## src/asc_pkg.sv

```systemverilog
// asc_pkg: shared widths, constants, microcode field codes and control structs
// for the audio sync sample compensator; no dependencies
`timescale 1ns / 1ps

package asc_pkg;

    // field and register widths
    localparam int N_W       = 16;
    localparam int D_W       = 32;
    localparam int OUT_W     = 17;
    localparam int COEF_W    = 16;
    localparam int THR_W     = 31;
    localparam int RATE_W    = 19;
    localparam int CFG_IDX_W = 2;
    localparam int CFG_DAT_W = 31;

    // datapath widths
    localparam int SUM_W  = 40;
    localparam int MUL_W  = 21;
    localparam int PROD_W = 2 * MUL_W;
    localparam int ACC_W  = 58;
    localparam int AVG_W  = 42;
    localparam int WANT_W = 38;
    localparam int NX_W   = 20;
    localparam int STEP_W = 4;

    localparam int AVG_COUNT_DEF = 20;

    // register reset values
    localparam logic [COEF_W-1:0] COEF_RST = 16'd52057;
    localparam logic [THR_W-1:0]  THR_RST  = 31'd1398;
    localparam logic [RATE_W-1:0] RATE_RST = 19'd48000;

    // register indexes
    localparam logic [CFG_IDX_W-1:0] REG_COEF = 2'd0;
    localparam logic [CFG_IDX_W-1:0] REG_THR  = 2'd1;
    localparam logic [CFG_IDX_W-1:0] REG_RATE = 2'd2;

    // 10 s in q15.16
    localparam logic signed [D_W-1:0] NOSYNC_LIM = 32'sd655360;

    // ceil(2^23 / 10), exact floor(x/10) for x below 2^20
    localparam logic [NX_W-1:0] RECIP_10 = 20'hCCCCD;
    localparam int RECIP_SH = 23;

    // multiplier operand a
    typedef logic [2:0] t_asel;
    localparam t_asel A_SUM_LO = 3'd0;
    localparam t_asel A_SUM_HI = 3'd1;
    localparam t_asel A_D_LO   = 3'd2;
    localparam t_asel A_D_HI   = 3'd3;
    localparam t_asel A_N9     = 3'd4;
    localparam t_asel A_N11    = 3'd5;

    // multiplier operand b
    typedef logic [1:0] t_bsel;
    localparam t_bsel B_COEF  = 2'd0;
    localparam t_bsel B_ICOEF = 2'd1;
    localparam t_bsel B_RATE  = 2'd2;
    localparam t_bsel B_RECIP = 2'd3;

    // accumulator op
    typedef logic [1:0] t_accop;
    localparam t_accop ACC_HOLD = 2'd0;
    localparam t_accop ACC_LOAD = 2'd1;
    localparam t_accop ACC_ADD  = 2'd2;

    // product alignment
    typedef logic [1:0] t_sh;
    localparam t_sh SH_0  = 2'd0;
    localparam t_sh SH_16 = 2'd1;
    localparam t_sh SH_20 = 2'd2;

    // register write
    typedef logic [2:0] t_wr;
    localparam t_wr WR_NONE  = 3'd0;
    localparam t_wr WR_SUM   = 3'd1;
    localparam t_wr WR_AVG   = 3'd2;
    localparam t_wr WR_WANT  = 3'd3;
    localparam t_wr WR_LO    = 3'd4;
    localparam t_wr WR_FINAL = 3'd5;
    localparam t_wr WR_PASS  = 3'd6;
    localparam t_wr WR_CLEAR = 3'd7;

    // jump condition
    typedef logic [2:0] t_cond;
    localparam t_cond C_NEVER   = 3'd0;
    localparam t_cond C_INVALID = 3'd1;
    localparam t_cond C_BIG     = 3'd2;
    localparam t_cond C_WARM    = 3'd3;
    localparam t_cond C_BELOW   = 3'd4;

    typedef logic [STEP_W-1:0] t_step;
    localparam t_step ST_PASS  = 4'd13;
    localparam t_step ST_CLEAR = 4'd14;

    typedef struct packed {
        t_asel  a_sel;
        t_bsel  b_sel;
        t_accop acc_op;
        t_sh    acc_sh;
        t_wr    wr;
        t_cond  cond;
        t_step  target;
        logic   last;
    } t_ctrl;

    typedef struct packed {
        logic invalid;
        logic big;
        logic warm;
        logic below;
    } t_flags;

endpackage

```

## src/asc_urom.sv

```systemverilog
// asc_urom: microcode program, one control word per step
// depends on asc_pkg
`timescale 1ns / 1ps

module asc_urom (
    input  asc_pkg::t_step i_step,
    output asc_pkg::t_ctrl o_ctrl
);

    always_comb begin
        o_ctrl = '0;
        case (i_step)
            // c * sum, low half first
            4'd0: begin
                o_ctrl.a_sel  = asc_pkg::A_SUM_LO;
                o_ctrl.b_sel  = asc_pkg::B_COEF;
                o_ctrl.cond   = asc_pkg::C_INVALID;
                o_ctrl.target = asc_pkg::ST_PASS;
            end
            4'd1: begin
                o_ctrl.a_sel  = asc_pkg::A_SUM_HI;
                o_ctrl.b_sel  = asc_pkg::B_COEF;
                o_ctrl.acc_op = asc_pkg::ACC_LOAD;
                o_ctrl.acc_sh = asc_pkg::SH_0;
                o_ctrl.cond   = asc_pkg::C_BIG;
                o_ctrl.target = asc_pkg::ST_CLEAR;
            end
            4'd2: begin
                o_ctrl.acc_op = asc_pkg::ACC_ADD;
                o_ctrl.acc_sh = asc_pkg::SH_20;
            end
            // new sum, warm-up counts here
            4'd3: begin
                o_ctrl.wr     = asc_pkg::WR_SUM;
                o_ctrl.cond   = asc_pkg::C_WARM;
                o_ctrl.target = asc_pkg::ST_PASS;
            end
            // (1 - c) * sum
            4'd4: begin
                o_ctrl.a_sel = asc_pkg::A_SUM_LO;
                o_ctrl.b_sel = asc_pkg::B_ICOEF;
            end
            4'd5: begin
                o_ctrl.a_sel  = asc_pkg::A_SUM_HI;
                o_ctrl.b_sel  = asc_pkg::B_ICOEF;
                o_ctrl.acc_op = asc_pkg::ACC_LOAD;
                o_ctrl.acc_sh = asc_pkg::SH_0;
            end
            4'd6: begin
                o_ctrl.acc_op = asc_pkg::ACC_ADD;
                o_ctrl.acc_sh = asc_pkg::SH_20;
            end
            // keep average, start d * rate
            4'd7: begin
                o_ctrl.wr    = asc_pkg::WR_AVG;
                o_ctrl.a_sel = asc_pkg::A_D_LO;
                o_ctrl.b_sel = asc_pkg::B_RATE;
            end
            4'd8: begin
                o_ctrl.a_sel  = asc_pkg::A_D_HI;
                o_ctrl.b_sel  = asc_pkg::B_RATE;
                o_ctrl.acc_op = asc_pkg::ACC_LOAD;
                o_ctrl.acc_sh = asc_pkg::SH_0;
                o_ctrl.cond   = asc_pkg::C_BELOW;
                o_ctrl.target = asc_pkg::ST_PASS;
            end
            4'd9: begin
                o_ctrl.a_sel  = asc_pkg::A_N9;
                o_ctrl.b_sel  = asc_pkg::B_RECIP;
                o_ctrl.acc_op = asc_pkg::ACC_ADD;
                o_ctrl.acc_sh = asc_pkg::SH_16;
            end
            // unclamped count, then the 90 and 110 percent bounds
            4'd10: begin
                o_ctrl.wr     = asc_pkg::WR_WANT;
                o_ctrl.a_sel  = asc_pkg::A_N11;
                o_ctrl.b_sel  = asc_pkg::B_RECIP;
                o_ctrl.acc_op = asc_pkg::ACC_LOAD;
                o_ctrl.acc_sh = asc_pkg::SH_0;
            end
            4'd11: begin
                o_ctrl.wr     = asc_pkg::WR_LO;
                o_ctrl.acc_op = asc_pkg::ACC_LOAD;
                o_ctrl.acc_sh = asc_pkg::SH_0;
            end
            4'd12: begin
                o_ctrl.wr   = asc_pkg::WR_FINAL;
                o_ctrl.last = 1'b1;
            end
            asc_pkg::ST_CLEAR: begin
                o_ctrl.wr   = asc_pkg::WR_CLEAR;
                o_ctrl.last = 1'b1;
            end
            default: begin
                o_ctrl.wr   = asc_pkg::WR_PASS;
                o_ctrl.last = 1'b1;
            end
        endcase
    end

endmodule

```

## src/asc_dpath.sv

```systemverilog
// asc_dpath: shared multiplier, accumulator, running sum, warm-up counter
// and result register; depends on asc_pkg
`timescale 1ns / 1ps

module asc_dpath #(
    parameter int AVG_COUNT = asc_pkg::AVG_COUNT_DEF
) (
    input  logic                          i_clk,
    input  logic                          i_rst_n,
    input  logic                          i_load,
    input  logic                          i_en,
    input  asc_pkg::t_ctrl                i_ctrl,
    input  logic [asc_pkg::N_W-1:0]       i_frame_samples,
    input  logic signed [asc_pkg::D_W-1:0] i_clock_diff,
    input  logic                          i_diff_valid,
    input  logic [asc_pkg::COEF_W-1:0]    i_coef,
    input  logic [asc_pkg::THR_W-1:0]     i_thr,
    input  logic [asc_pkg::RATE_W-1:0]    i_rate,
    output asc_pkg::t_flags               o_flags,
    output logic [asc_pkg::OUT_W-1:0]     o_wanted_samples,
    output logic                          o_corrected
);

    localparam int WarmW = $clog2(AVG_COUNT + 1);
    localparam int ACC_W = asc_pkg::ACC_W;
    localparam int SUM_W = asc_pkg::SUM_W;
    localparam int MUL_W = asc_pkg::MUL_W;
    localparam int AVG_W = asc_pkg::AVG_W;
    localparam int WANT_W = asc_pkg::WANT_W;
    localparam int OUT_W = asc_pkg::OUT_W;
    localparam int COEF_W_P1 = asc_pkg::COEF_W + 1;

    logic [asc_pkg::N_W-1:0]        r_n;
    logic signed [asc_pkg::D_W-1:0] r_d;
    logic                           r_dv;
    logic signed [SUM_W-1:0]        r_sum;
    logic [WarmW-1:0]               r_warm;
    logic signed [asc_pkg::PROD_W-1:0] r_prod;
    logic signed [ACC_W-1:0]        r_acc;
    logic signed [AVG_W-1:0]        r_avg;
    logic signed [WANT_W-1:0]       r_want;
    logic [OUT_W-1:0]               r_lo;
    logic [OUT_W-1:0]               r_wanted;
    logic                           r_corr;

    logic [asc_pkg::NX_W-1:0]  n9;
    logic [asc_pkg::NX_W-1:0]  n11;
    logic [COEF_W_P1-1:0]      icoef;
    logic signed [MUL_W-1:0]   op_a;
    logic signed [MUL_W-1:0]   op_b;
    logic signed [ACC_W-1:0]   prod_x;
    logic signed [ACC_W-1:0]   prod_sh;
    logic signed [ACC_W-1:0]   acc_rnd;
    logic signed [ACC_W-1:0]   acc_q;
    logic signed [ACC_W-1:0]   sum_wide;
    logic signed [SUM_W-1:0]   sum_sat;
    logic [AVG_W-1:0]          avg_abs;
    logic [OUT_W-1:0]          hi;
    logic signed [WANT_W-1:0]  lo_s;
    logic signed [WANT_W-1:0]  hi_s;
    logic [OUT_W-1:0]          clamped;

    assign n9    = (asc_pkg::NX_W'(r_n) << 3) + asc_pkg::NX_W'(r_n);
    assign n11   = (asc_pkg::NX_W'(r_n) << 3) + (asc_pkg::NX_W'(r_n) << 1)
                   + asc_pkg::NX_W'(r_n);
    assign icoef = {1'b1, {asc_pkg::COEF_W{1'b0}}} - {1'b0, i_coef};

    // operand a
    always_comb begin
        case (i_ctrl.a_sel)
            asc_pkg::A_SUM_LO: op_a = $signed({1'b0, r_sum[19:0]});
            asc_pkg::A_SUM_HI: op_a = $signed({r_sum[SUM_W-1], r_sum[SUM_W-1:20]});
            asc_pkg::A_D_LO:   op_a = $signed({5'b0, r_d[15:0]});
            asc_pkg::A_D_HI:   op_a = $signed({{5{r_d[31]}}, r_d[31:16]});
            asc_pkg::A_N9:     op_a = $signed({1'b0, n9});
            asc_pkg::A_N11:    op_a = $signed({1'b0, n11});
            default:           op_a = '0;
        endcase
    end

    // operand b
    always_comb begin
        case (i_ctrl.b_sel)
            asc_pkg::B_COEF:  op_b = $signed({5'b0, i_coef});
            asc_pkg::B_ICOEF: op_b = $signed({4'b0, icoef});
            asc_pkg::B_RATE:  op_b = $signed({2'b0, i_rate});
            asc_pkg::B_RECIP: op_b = $signed({1'b0, asc_pkg::RECIP_10});
            default:          op_b = '0;
        endcase
    end

    assign prod_x = ACC_W'(r_prod);

    always_comb begin
        case (i_ctrl.acc_sh)
            asc_pkg::SH_16: prod_sh = prod_x <<< 16;
            asc_pkg::SH_20: prod_sh = prod_x <<< 20;
            default:        prod_sh = prod_x;
        endcase
    end

    // divide by 2^16, truncating toward zero
    assign acc_rnd = r_acc + (r_acc[ACC_W-1] ? ACC_W'(17'h0FFFF) : '0);
    assign acc_q   = acc_rnd >>> 16;

    assign sum_wide = acc_q + ACC_W'(r_d);

    always_comb begin
        if (sum_wide[ACC_W-1:SUM_W-1] == '0 || sum_wide[ACC_W-1:SUM_W-1] == '1) begin
            sum_sat = sum_wide[SUM_W-1:0];
        end else if (sum_wide[ACC_W-1]) begin
            sum_sat = {1'b1, {(SUM_W-1){1'b0}}};
        end else begin
            sum_sat = {1'b0, {(SUM_W-1){1'b1}}};
        end
    end

    assign avg_abs = r_avg[AVG_W-1] ? AVG_W'(-r_avg) : AVG_W'(r_avg);

    // clamp to 90..110 percent
    assign hi   = r_acc[asc_pkg::RECIP_SH +: OUT_W];
    assign lo_s = $signed({{(WANT_W-OUT_W){1'b0}}, r_lo});
    assign hi_s = $signed({{(WANT_W-OUT_W){1'b0}}, hi});

    always_comb begin
        if (r_want < lo_s) begin
            clamped = r_lo;
        end else if (r_want > hi_s) begin
            clamped = hi;
        end else begin
            clamped = r_want[OUT_W-1:0];
        end
    end

    assign o_flags.invalid = !r_dv;
    assign o_flags.big     = (r_d >= asc_pkg::NOSYNC_LIM) || (r_d <= -asc_pkg::NOSYNC_LIM);
    assign o_flags.warm    = r_warm < WarmW'(AVG_COUNT);
    assign o_flags.below   = avg_abs < AVG_W'(i_thr);

    always_ff @(posedge i_clk) begin
        if (!i_rst_n) begin
            r_sum  <= '0;
            r_warm <= '0;
        end else if (i_en) begin
            case (i_ctrl.wr)
                asc_pkg::WR_SUM: begin
                    r_sum <= sum_sat;
                    if (r_warm < WarmW'(AVG_COUNT)) begin
                        r_warm <= r_warm + 1'b1;
                    end
                end
                asc_pkg::WR_CLEAR: begin
                    r_sum  <= '0;
                    r_warm <= '0;
                end
                default: ;
            endcase
        end
    end

    always_ff @(posedge i_clk) begin
        if (i_load) begin
            r_n  <= i_frame_samples;
            r_d  <= i_clock_diff;
            r_dv <= i_diff_valid;
        end
        if (i_en) begin
            r_prod <= op_a * op_b;
            case (i_ctrl.acc_op)
                asc_pkg::ACC_LOAD: r_acc <= prod_sh;
                asc_pkg::ACC_ADD:  r_acc <= r_acc + prod_sh;
                default: ;
            endcase
            case (i_ctrl.wr)
                asc_pkg::WR_AVG:  r_avg  <= acc_q[AVG_W-1:0];
                asc_pkg::WR_WANT: r_want <= acc_q[WANT_W-1:0]
                                            + $signed({{(WANT_W-asc_pkg::N_W){1'b0}}, r_n});
                asc_pkg::WR_LO:   r_lo   <= r_acc[asc_pkg::RECIP_SH +: OUT_W];
                asc_pkg::WR_FINAL: begin
                    r_wanted <= clamped;
                    r_corr   <= 1'b1;
                end
                asc_pkg::WR_PASS, asc_pkg::WR_CLEAR: begin
                    r_wanted <= {1'b0, r_n};
                    r_corr   <= 1'b0;
                end
                default: ;
            endcase
        end
    end

    assign o_wanted_samples = r_wanted;
    assign o_corrected      = r_corr;

endmodule

```

## src/audio_sync_sample_compensator_top.sv

```systemverilog
// audio_sync_sample_compensator_top: step counter, handshakes and register file
// around the microcode rom and datapath; depends on asc_pkg, asc_urom, asc_dpath
`timescale 1ns / 1ps

// usage
// - input channel: i_valid / o_stall, one word per decoded audio frame carrying
//   the frame's sample count, the clock difference (signed q15.16 s) and its
//   valid flag; a word is taken when i_valid is high and o_stall is low
// - output channel: o_valid / i_stall, one word per input word with the wanted
//   sample count and a flag that marks a corrected count
// - register port: i_cfg_valid / o_cfg_ready with an index (0 coefficient,
//   1 threshold, 2 source rate) and data; writes are taken while no frame is
//   in progress
// - sequencing: the microcode program ends early for a frame whose difference
//   is invalid, a large jump, a warm-up frame or a frame under threshold, in
//   that order along the program, and runs to the end for a corrected frame;
//   no new word is taken until the result register is written; the program
//   runs on the single shared 21x21 multiplier
// - the result register frees the sequencer: a new frame runs while the last
//   result waits; if the receiver stalls, the last step of the next frame
//   holds until the register is taken
// - reset clears the running sum, the warm-up counter and the handshakes and
//   loads the register defaults
module audio_sync_sample_compensator_top #(
    parameter int AVG_COUNT = asc_pkg::AVG_COUNT_DEF
) (
    input  logic                               i_clk,
    input  logic                               i_rst_n,
    // input words
    input  logic                               i_valid,
    output logic                               o_stall,
    input  logic [asc_pkg::N_W-1:0]            i_frame_samples,
    input  logic signed [asc_pkg::D_W-1:0]     i_clock_diff,
    input  logic                               i_diff_valid,
    // result words
    output logic                               o_valid,
    input  logic                               i_stall,
    output logic [asc_pkg::OUT_W-1:0]          o_wanted_samples,
    output logic                               o_corrected,
    // register writes
    input  logic                               i_cfg_valid,
    output logic                               o_cfg_ready,
    input  logic [asc_pkg::CFG_IDX_W-1:0]      i_cfg_index,
    input  logic [asc_pkg::CFG_DAT_W-1:0]      i_cfg_data
);

    logic                          r_busy;
    asc_pkg::t_step                r_step;
    logic                          r_out_valid;
    logic [asc_pkg::COEF_W-1:0]    r_coef;
    logic [asc_pkg::THR_W-1:0]     r_thr;
    logic [asc_pkg::RATE_W-1:0]    r_rate;

    asc_pkg::t_ctrl  ctrl;
    asc_pkg::t_flags flags;
    logic            accept;
    logic            en;
    logic            take;
    logic            hold;

    asc_urom u_urom (
        .i_step (r_step),
        .o_ctrl (ctrl)
    );

    asc_dpath #(
        .AVG_COUNT (AVG_COUNT)
    ) u_dpath (
        .i_clk            (i_clk),
        .i_rst_n          (i_rst_n),
        .i_load           (accept),
        .i_en             (en),
        .i_ctrl           (ctrl),
        .i_frame_samples  (i_frame_samples),
        .i_clock_diff     (i_clock_diff),
        .i_diff_valid     (i_diff_valid),
        .i_coef           (r_coef),
        .i_thr            (r_thr),
        .i_rate           (r_rate),
        .o_flags          (flags),
        .o_wanted_samples (o_wanted_samples),
        .o_corrected      (o_corrected)
    );

    assign o_stall     = r_busy;
    assign o_cfg_ready = !r_busy;
    assign o_valid     = r_out_valid;
    assign accept      = i_valid && !r_busy;

    // last step waits while the result register is still full and stalled
    assign hold = ctrl.last && r_out_valid && i_stall;
    assign en   = r_busy && !hold;

    // jump condition select
    always_comb begin
        case (ctrl.cond)
            asc_pkg::C_INVALID: take = flags.invalid;
            asc_pkg::C_BIG:     take = flags.big;
            asc_pkg::C_WARM:    take = flags.warm;
            asc_pkg::C_BELOW:   take = flags.below;
            default:            take = 1'b0;
        endcase
    end

    // sequencer
    always_ff @(posedge i_clk) begin
        if (!i_rst_n) begin
            r_busy      <= 1'b0;
            r_step      <= '0;
            r_out_valid <= 1'b0;
        end else begin
            if (accept) begin
                r_busy <= 1'b1;
                r_step <= '0;
            end else if (en) begin
                if (ctrl.last) begin
                    r_busy <= 1'b0;
                end else if (take) begin
                    r_step <= ctrl.target;
                end else begin
                    r_step <= r_step + 1'b1;
                end
            end
            if (en && ctrl.last) begin
                r_out_valid <= 1'b1;
            end else if (!i_stall) begin
                r_out_valid <= 1'b0;
            end
        end
    end

    // register file
    always_ff @(posedge i_clk) begin
        if (!i_rst_n) begin
            r_coef <= asc_pkg::COEF_RST;
            r_thr  <= asc_pkg::THR_RST;
            r_rate <= asc_pkg::RATE_RST;
        end else if (i_cfg_valid && o_cfg_ready) begin
            case (i_cfg_index)
                asc_pkg::REG_COEF: r_coef <= i_cfg_data[asc_pkg::COEF_W-1:0];
                asc_pkg::REG_THR:  r_thr  <= i_cfg_data[asc_pkg::THR_W-1:0];
                asc_pkg::REG_RATE: r_rate <= i_cfg_data[asc_pkg::RATE_W-1:0];
                default: ;
            endcase
        end
    end

endmodule

```

## config.mk

```make
export PLATFORM = sky130hd
export DESIGN_NAME = audio_sync_sample_compensator_top
export DESIGN_NICKNAME = d
export VERILOG_FILES = /design/src/asc_pkg.sv /design/src/asc_urom.sv /design/src/asc_dpath.sv /design/src/audio_sync_sample_compensator_top.sv
export SDC_FILE = /design/constraint.sdc
export NUM_CORES = 2
export LEC_CHECK = 0
export ABC_AREA = 1
export BUFFER_PORTS_ARGS = -buffer_cell sky130_fd_sc_hd__buf_2
export CAP_MARGIN = 20
export CORE_MARGIN = 2
export CORE_UTILIZATION = 53
export DETAILED_ROUTE_END_ITERATION = 16
export PLACE_DENSITY = 0.69
export SLEW_MARGIN = 20
export SYNTH_ARGS = -nofsm -noshare
export SYNTH_HDL_FRONTEND = slang
export SYNTH_HIERARCHICAL = 1
export SYNTH_SLANG_ARGS = --single-unit
```

## constraint.sdc

```tcl
create_clock -name i_clk -period 9.4 [get_ports i_clk]
set_input_delay 1.88 -clock i_clk [delete_from_list [all_inputs] [get_ports i_clk]]
set_output_delay 1.88 -clock i_clk [all_outputs]
set_load 0.01 [all_outputs]
```

* Word-level counts from Yosys, hierarchy flattened
Cells that the tools add are included.
** Storage, ports and cells
- Input port bits :: 87
- Logic and storage cells :: 144
- Bits in registers :: 381
** Operators by class
- Bitwise logic cells :: 1
- Muxes and demuxes :: 27
- Order comparisons :: 6
- Reductions and logical operators :: 38
- Multiply operators :: 1
- Add/subtract/negate cells :: 11
- Equality and inequality tests :: 42
** Operators with widths (number)
- 58-bit one-hot mux with 2 select lines :: 2
- 21-bit one-hot mux with 6 select lines :: 1
- 21-bit one-hot mux with 4 select lines :: 1
- 40-bit 2-to-1 mux :: 2
- 40-bit one-hot mux with 2 select lines :: 1
- 58-bit by 16-bit adder with 58-bit output :: 1
- 58-bit adder :: 1
- 42-bit by 32-bit adder with 43-bit output :: 1
- 42-bit by 31-bit < comparator with 1-bit output :: 1
- 21-bit by 21-bit multiplier with 42-bit output :: 1
- 42-bit 2-to-1 mux :: 1
- 42-bit negator :: 1
- 38-bit by 16-bit adder with 38-bit output :: 1
- 38-bit by 18-bit greater-than comparator with 1-bit output :: 1
- 38-bit by 18-bit < comparator with 1-bit output :: 1
- 5-bit one-hot mux with 7 select lines :: 1
- 17-bit 2-to-1 mux :: 2
- 17-bit one-hot mux with 2 select lines :: 1
- 32-bit by 21-bit greater-or-equal comparator with 1-bit output (second input constant) :: 1
- 32-bit by 21-bit less-or-equal comparator with 1-bit output (second input constant) :: 1
- 7-bit one-hot mux with 4 select lines :: 1
- 4-bit == test (second input constant) :: 6
- 2-bit AND reduction :: 11
- 3-bit == test (second input constant) :: 7
- 40 further kinds :: 78

* Longest topological paths before layout
- Word-level depth :: 9
- Gate-level depth with buffers :: 44
- Gate-level depth less buffers :: 43

* Modules after synthesis
The synthesis kept the hierarchy.
** Modules (own cells, without submodules)
- asc_dpath :: sequential area each 8828.5 um2, area an instance 45088.2 um2, cells each 6171, times used 1
- audio_sync_sample_compensator_top :: sequential area each 1441.4 um2, area an instance 2730.1 um2, cells each 356, times used 1
- asc_urom :: sequential area each 0.0 um2, area an instance 232.7 um2, cells each 51, times used 1

* Worst setup path before layout
OpenSTA, ideal clock, no wires.
- Path kind :: register to register
- From :: register u_dpath/r_n[3] in the netlist's numbering
- To :: register u_dpath/r_prod[28] in the netlist's numbering, data pin
- Arrival :: 8054 ps
- Slack :: 1088 ps
- Stages on the path, launching flop included :: 40
- Required time :: 9142 ps
- Library setup time :: 258 ps
- Cells stage by stage :: edfxtp_1 fa_1 inv_1 fa_1 nor2_1 o21ai_0 nand2_1 nand2_1 nand2_1 nand2_1 nand2_1 a21oi_1 o21ai_0 nor2_1 nor2_1 nand2_1 nand3_1 buf_2 (+4 left out) inv_1 fa_1 inv_1 fa_1 fa_1 fa_1 inv_1 fa_1 inv_1 ha_1 a21oi_1 inv_1 a21oi_1 o21ai_0 a211oi_1 o21ai_0 a21oi_1 xnor2_1
** On the way
- Longest elaborated chain between the ends :: 4
- Elaborated cells between the ends (all ways) :: 5
** RTL lines
- start, declared :: line asc_dpath.sv:33 : logic [asc_pkg::N_W-1:0] r_n;
- start signal, assigned :: line asc_dpath.sv:163 : r_n <= i_frame_samples;
- 19-bit by 17-bit adder with 20-bit output :: line asc_dpath.sv:64 : assign n11 = (asc_pkg::NX_W'(r_n) << 3) + (asc_pkg::NX_W'(r_n) << 1)
- 20-bit by 16-bit adder with 20-bit output :: line asc_dpath.sv:65 : + asc_pkg::NX_W'(r_n);
- 21-bit one-hot mux with 6 select lines * :: line asc_dpath.sv:70 : case (i_ctrl.a_sel)
- 21-bit by 21-bit multiplier with 42-bit output * :: line asc_dpath.sv:168 : r_prod <= op_a * op_b;
- end signal, assigned :: line asc_dpath.sv:168
- end, declared :: line asc_dpath.sv:38 : logic signed [asc_pkg::PROD_W-1:0] r_prod;
Every way passes the cells marked *; elsewhere a longest branch is shown, timed or not.
A chain may end at the register's enable or synchronous reset.

* Worst setup path after layout
- From :: register u_dpath/r_n[3] in the netlist's numbering
- To :: register u_dpath/r_prod[37] in the netlist's numbering, data pin
Same word-level chain as after synthesis.

==> summary by stage <==
Critical path
Following the worst setup path forward leads to its endpoint at u_dpath/r_prod[37]. The most critical setup path has its startpoint at u_dpath/r_n[3]. For the worst setup path, the data required time is 9.80 ns. The cell seen most often among critical-path stages is fa_1. The worst setup path is launched from a flip-flop. The end of the worst register-to-register path is u_dpath/r_prod[37]. STA puts the critical path data arrival time at 9.43 ns. The slowest stage of the critical path belongs to the cell fa_1. The maximum net fanout on the critical path is 10. For this run, the slowest stage of the critical path takes 0.62 ns. The critical path contains buffers and inverters numbering 8 combined. The number of cells traversed by the worst register-to-register path is 37. The gate family responsible for the most delay along the worst path is adder cells. The type of element capturing the critical path is a flip-flop. The launching point of the worst reg2reg path is u_dpath/r_n[3].

The worst setup path is of the reg2reg kind. The cell depth of the worst setup path is 37. The internal reg-to-reg setup slack is 0.37 ns.

Die
The initial core utilization is 53.5%. The number of cell rows is 110. The core outline area is 89900 sq um. The number of top-level pins is 108. In this run the vertical extent of the chip is 305 um.

The horizontal die dimension is 305 um. The die area is 93100 sq um.

Global route
Across every metal layer, demand over resource in global routing totals 36.8%. The number of antenna violations at the first check in global routing is 2. The number of global-route vias before repair is 43247. Summed over all layers, the global routing overflow is 0.

Entering global routing, the biggest net connects 72 pins. The first global-routing pass estimated 261000 um of wire.

Clock network
Counting the buffers created by CTS gives 46. Counting every sink on the clock net gives 381. The clock transition at the registers of the reported paths is 0.06 ns. The clock passes through at most 3 buffers.

The H-tree depth is 2. Clock tree synthesis selected as its root buffer the cell clkbuf_16. TritonCTS built the clock tree.

The clock latency at the later pin of the worst-skew pair is 0.66 ns. After clock tree synthesis, the flow added hold-fix buffers numbering 0.

STA
The worst-case clock skew is 0.0323 ns. The number of max-slew violations in the final report came to 0. The max-slew headroom at the worst pin is 28.4%. The hold violation count in the final report is 0.

The final setup violation count is 0. The upper clock frequency limit is 111 MHz. In the post-route analysis, the smallest setup slack over all paths is 0.373 ns.

The final clock period utilization by the worst path is 96.0%. The transition at the pin with the smallest max-transition slack is 1.07 ns. Subtracting the final worst setup slack from the clock period gives 9.03 ns.

Synthesis
The post-synthesis register bit count is 381. Of all cell types, the one taking the most synthesized area is fa_1. The number of unique standard cell types used by synthesis is 68. The number of instances in the synthesized netlist is 6578. The synthesized-area fraction occupied by xor and xnor cells is 3.50%.

Summing the areas of all and, or, nand and nor instances in the mapped netlist gives 25.4% of the synthesized area. The Yosys step of the flow raised 6 warnings. Counting every net in the synthesized netlist gives 7465. After synthesis, the share of flip-flops with an asynchronous set or reset is 0%. The synthesized netlist occupies a cell area of 48100 sq um. The number of enable-type register cells in the synthesized netlist is 264.

By area the synthesized netlist is led by fa_1 19%, edfxtp_1 16%, nand2_1 13%. The multiplexer share of the synthesized area is 0%. The average instance area after synthesis is 7.30 sq um. The most used flip-flop cell after synthesis is edfxtp_1.

The share of synthesized area occupied by flip-flops and latches is 21.4%. The top-area cell type share of the netlist area is 19.0%. After synthesis, the largest family of logic cells by area is adder cells. The synthesized netlist devotes 10.2% of its cell area to compound gates. Summing the areas of all fa, ha and maj instances in the mapped netlist gives 27.9% of the synthesized area.

Layout
In the final design database the tool counted 7601 nets. The filler cells instantiated in the layout total 8608. The flip-flop and latch area is 10300 sq um. The proportion of layout cells with a drive suffix above 1 is 6.84%. The repair_antennas step left the layout with diodes totalling 0. The multi-input gate area in the final layout is 32300 sq um. The final cell utilization of the core is 57.9%. The area growth from synthesis to layout is 8.36%.

Placed design
The count of buffers from port buffering is 107. The post-place setup slack is 0.101 ns. The HPWL after detailed placement is 143000 um. Routability-driven placement finished with a final weighted congestion of 1.01.

Route
For this run, design rule violations remaining after detail routing come to 0. The via count normalized by instance count is 5.65. For this block, the via count after detailed routing is 44828. The number of nets with antenna violations after detailed routing is 0. Before antenna repair, the detailed router went through 6 iterations.

After detailed routing, the average wire length per cell comes to 21.6 um. For this block, the routed nets add up to 171000 um of wire. After the first detailed-routing iteration, the DRC count stood at 4582.

Flow run
Across the run, the number of max-cap violations was 0.

Power
Summing internal, switching and leakage power gives 7.10 mW. Across the VDD grid, the largest voltage drop is 0.000143 V. The total power per unit cell area is 136 nW/um^2.

The clock share of power is 27.1%. The total internal power is 4.06 mW. Registers are responsible for 29.3% of the overall power. In this run the static leakage power is 25.8 nW. The switching share of total power is 42.8%. The logic gate share of total power is 43.6%. The switching power of the nets is 3.04 mW.

Worst hold path
The worst min-delay path category is reg2reg.

Outcome
The flow ran to the end, and the final reports show no timing, DRC or antenna violations.
## sequential cells by signal, summed over array words and instances (netlist names), 4 cells and up
| signal | count |
|---|---|
| u_dpath/r_acc | 58 |
| u_dpath/r_avg | 42 |
| u_dpath/r_prod | 42 |
| u_dpath/r_sum | 40 |
| u_dpath/r_want | 38 |
| u_dpath/r_d | 32 |
| r_thr | 31 |
| r_rate | 19 |
| u_dpath/o_wanted_samples | 17 |
| u_dpath/r_lo | 17 |
| r_coef | 16 |
| u_dpath/r_n | 16 |
| u_dpath/r_warm | 5 |
| r_step | 4 |
## synthesized netlist by cell type (all sizes together) (8+ instances only)
library cell and count:
o22ai 15, xor2 122, o211ai 15, xnor2 70, ha 345, a22o 8
o21bai 25, edfxtp 264, inv 1284, o221ai 13, fa 455, nand4 70
a221o 17, clkinv 13, nor2 670, a21o 25, a221oi 17, dfxtp 117
buf 64, a21boi 14, o21ai 261, a21oi 365, a31oi 37, or2 28
nor4 34, nand3 371, and2 9, o31ai 10, nand2 1622, nor3 74
clkbuf 79, a211oi 9, nand3b 24
## cell usage in the layout, fill, tap and decap left out, types with 47 or more instances in the layout
cell       instances
o21ai_0          236
buf_4            118
nand4_1           70
nor3_1            63
xor2_1           122
ha_1             343
a21oi_1          354
nand2_1         1603
fa_1             453
nand3_1          365
edfxtp_1         264
buf_2            107
inv_1           1240
xnor2_1           70
dfxtp_1          117
clkbuf_16         47
nor2_1           644
## worst min path at each step
| stage | startpoint | endpoint | slack, ns | cells past startpoint |
|---|---|---|---|---|
| after floorplan | r_thr[10] | r_thr[10] | 0.43 | 2 |
| after global placement | r_thr[5] | r_thr[5] | 0.44 | 2 |
| after detailed placement | r_thr[5] | r_thr[5] | 0.44 | 2 |
| after CTS | r_thr[10] | r_thr[10] | 0.46 | 2 |
| after global routing | u_dpath/r_sum[38] | u_dpath/r_sum[38] | 0.48 | 2 |
| final | r_thr[10] | r_thr[10] | 0.46 | 2 |
## metrics by stage
| stage | hold WS [ns] | setup TNS [ns] | instance area [sq um] | std cells |
|---|---|---|---|---|
| 2_1_floorplan | 0.429 | 0 | 48100 | 6578 |
| 3_3_place_gp | 0.442 | 0 | 50300 | 7828 |
| 3_5_place_dp | 0.444 | 0 | 50300 | 7828 |
| 4_1_cts | 0.463 | 0 | 51900 | 7914 |
| 5_1_grt | 0.484 | -0.0218 | 52100 | 7928 |
| 6_report | 0.460 | 0 | 52100 | 7928 |
## kinds of logic after synthesis
kind of cell,after synthesis
AND/OR/NAND/NOR,2915
buffers and inverters,1440
AO/OA/AOI/OAI,850
adder cells (fa/ha/maj),800
flip-flops,381
XOR/XNOR,192
## power groups by stage
stage               Sequential [mW]  Clock (mW)  Combinational (mW)
finish                         2.08        1.93                3.10
floorplan                      2.03           0                2.09
global route                   2.08        2.02                3.42
global placement               2.10           0                3.00
detailed placement             2.10           0                3.01
CTS                            2.07        1.96                3.04
## cell type report
class / count / area share (%)
repair buffers: 231 / 2.93
flip-flops and latches: 381 / 19.7
well taps: 1176 / 2.83
inverters: 1297 / 9.36
clock buffers: 57 / 2.37
clock inverters: 29 / 0.694
multi-input cells: 4757 / 62.1
## timing repair
item	CTS	global route
endpoints found under the setup margin	0	22
gates resized for setup	0	22
setup buffers	0	14
endpoints found under the hold margin	0	0
## worst reg2reg max path: cells and delay by family (launching register included)
kind | cells | cell delay, ns
compound gates | 10 | 1.59
buf+inv | 8 | 0.86
xor+xnor | 1 | 0.15
simple gates | 8 | 0.94
fa+ha+maj | 10 | 4.77
flops | 1 | 0.48
## per-layer routing
layer,GRT usage [%],wire [um]
met4,18.2,10100
met3,6.24,15600
met1,49.1,69500
met5,0,7
met2,58.1,76100
(Power assumes the default switching activity.)
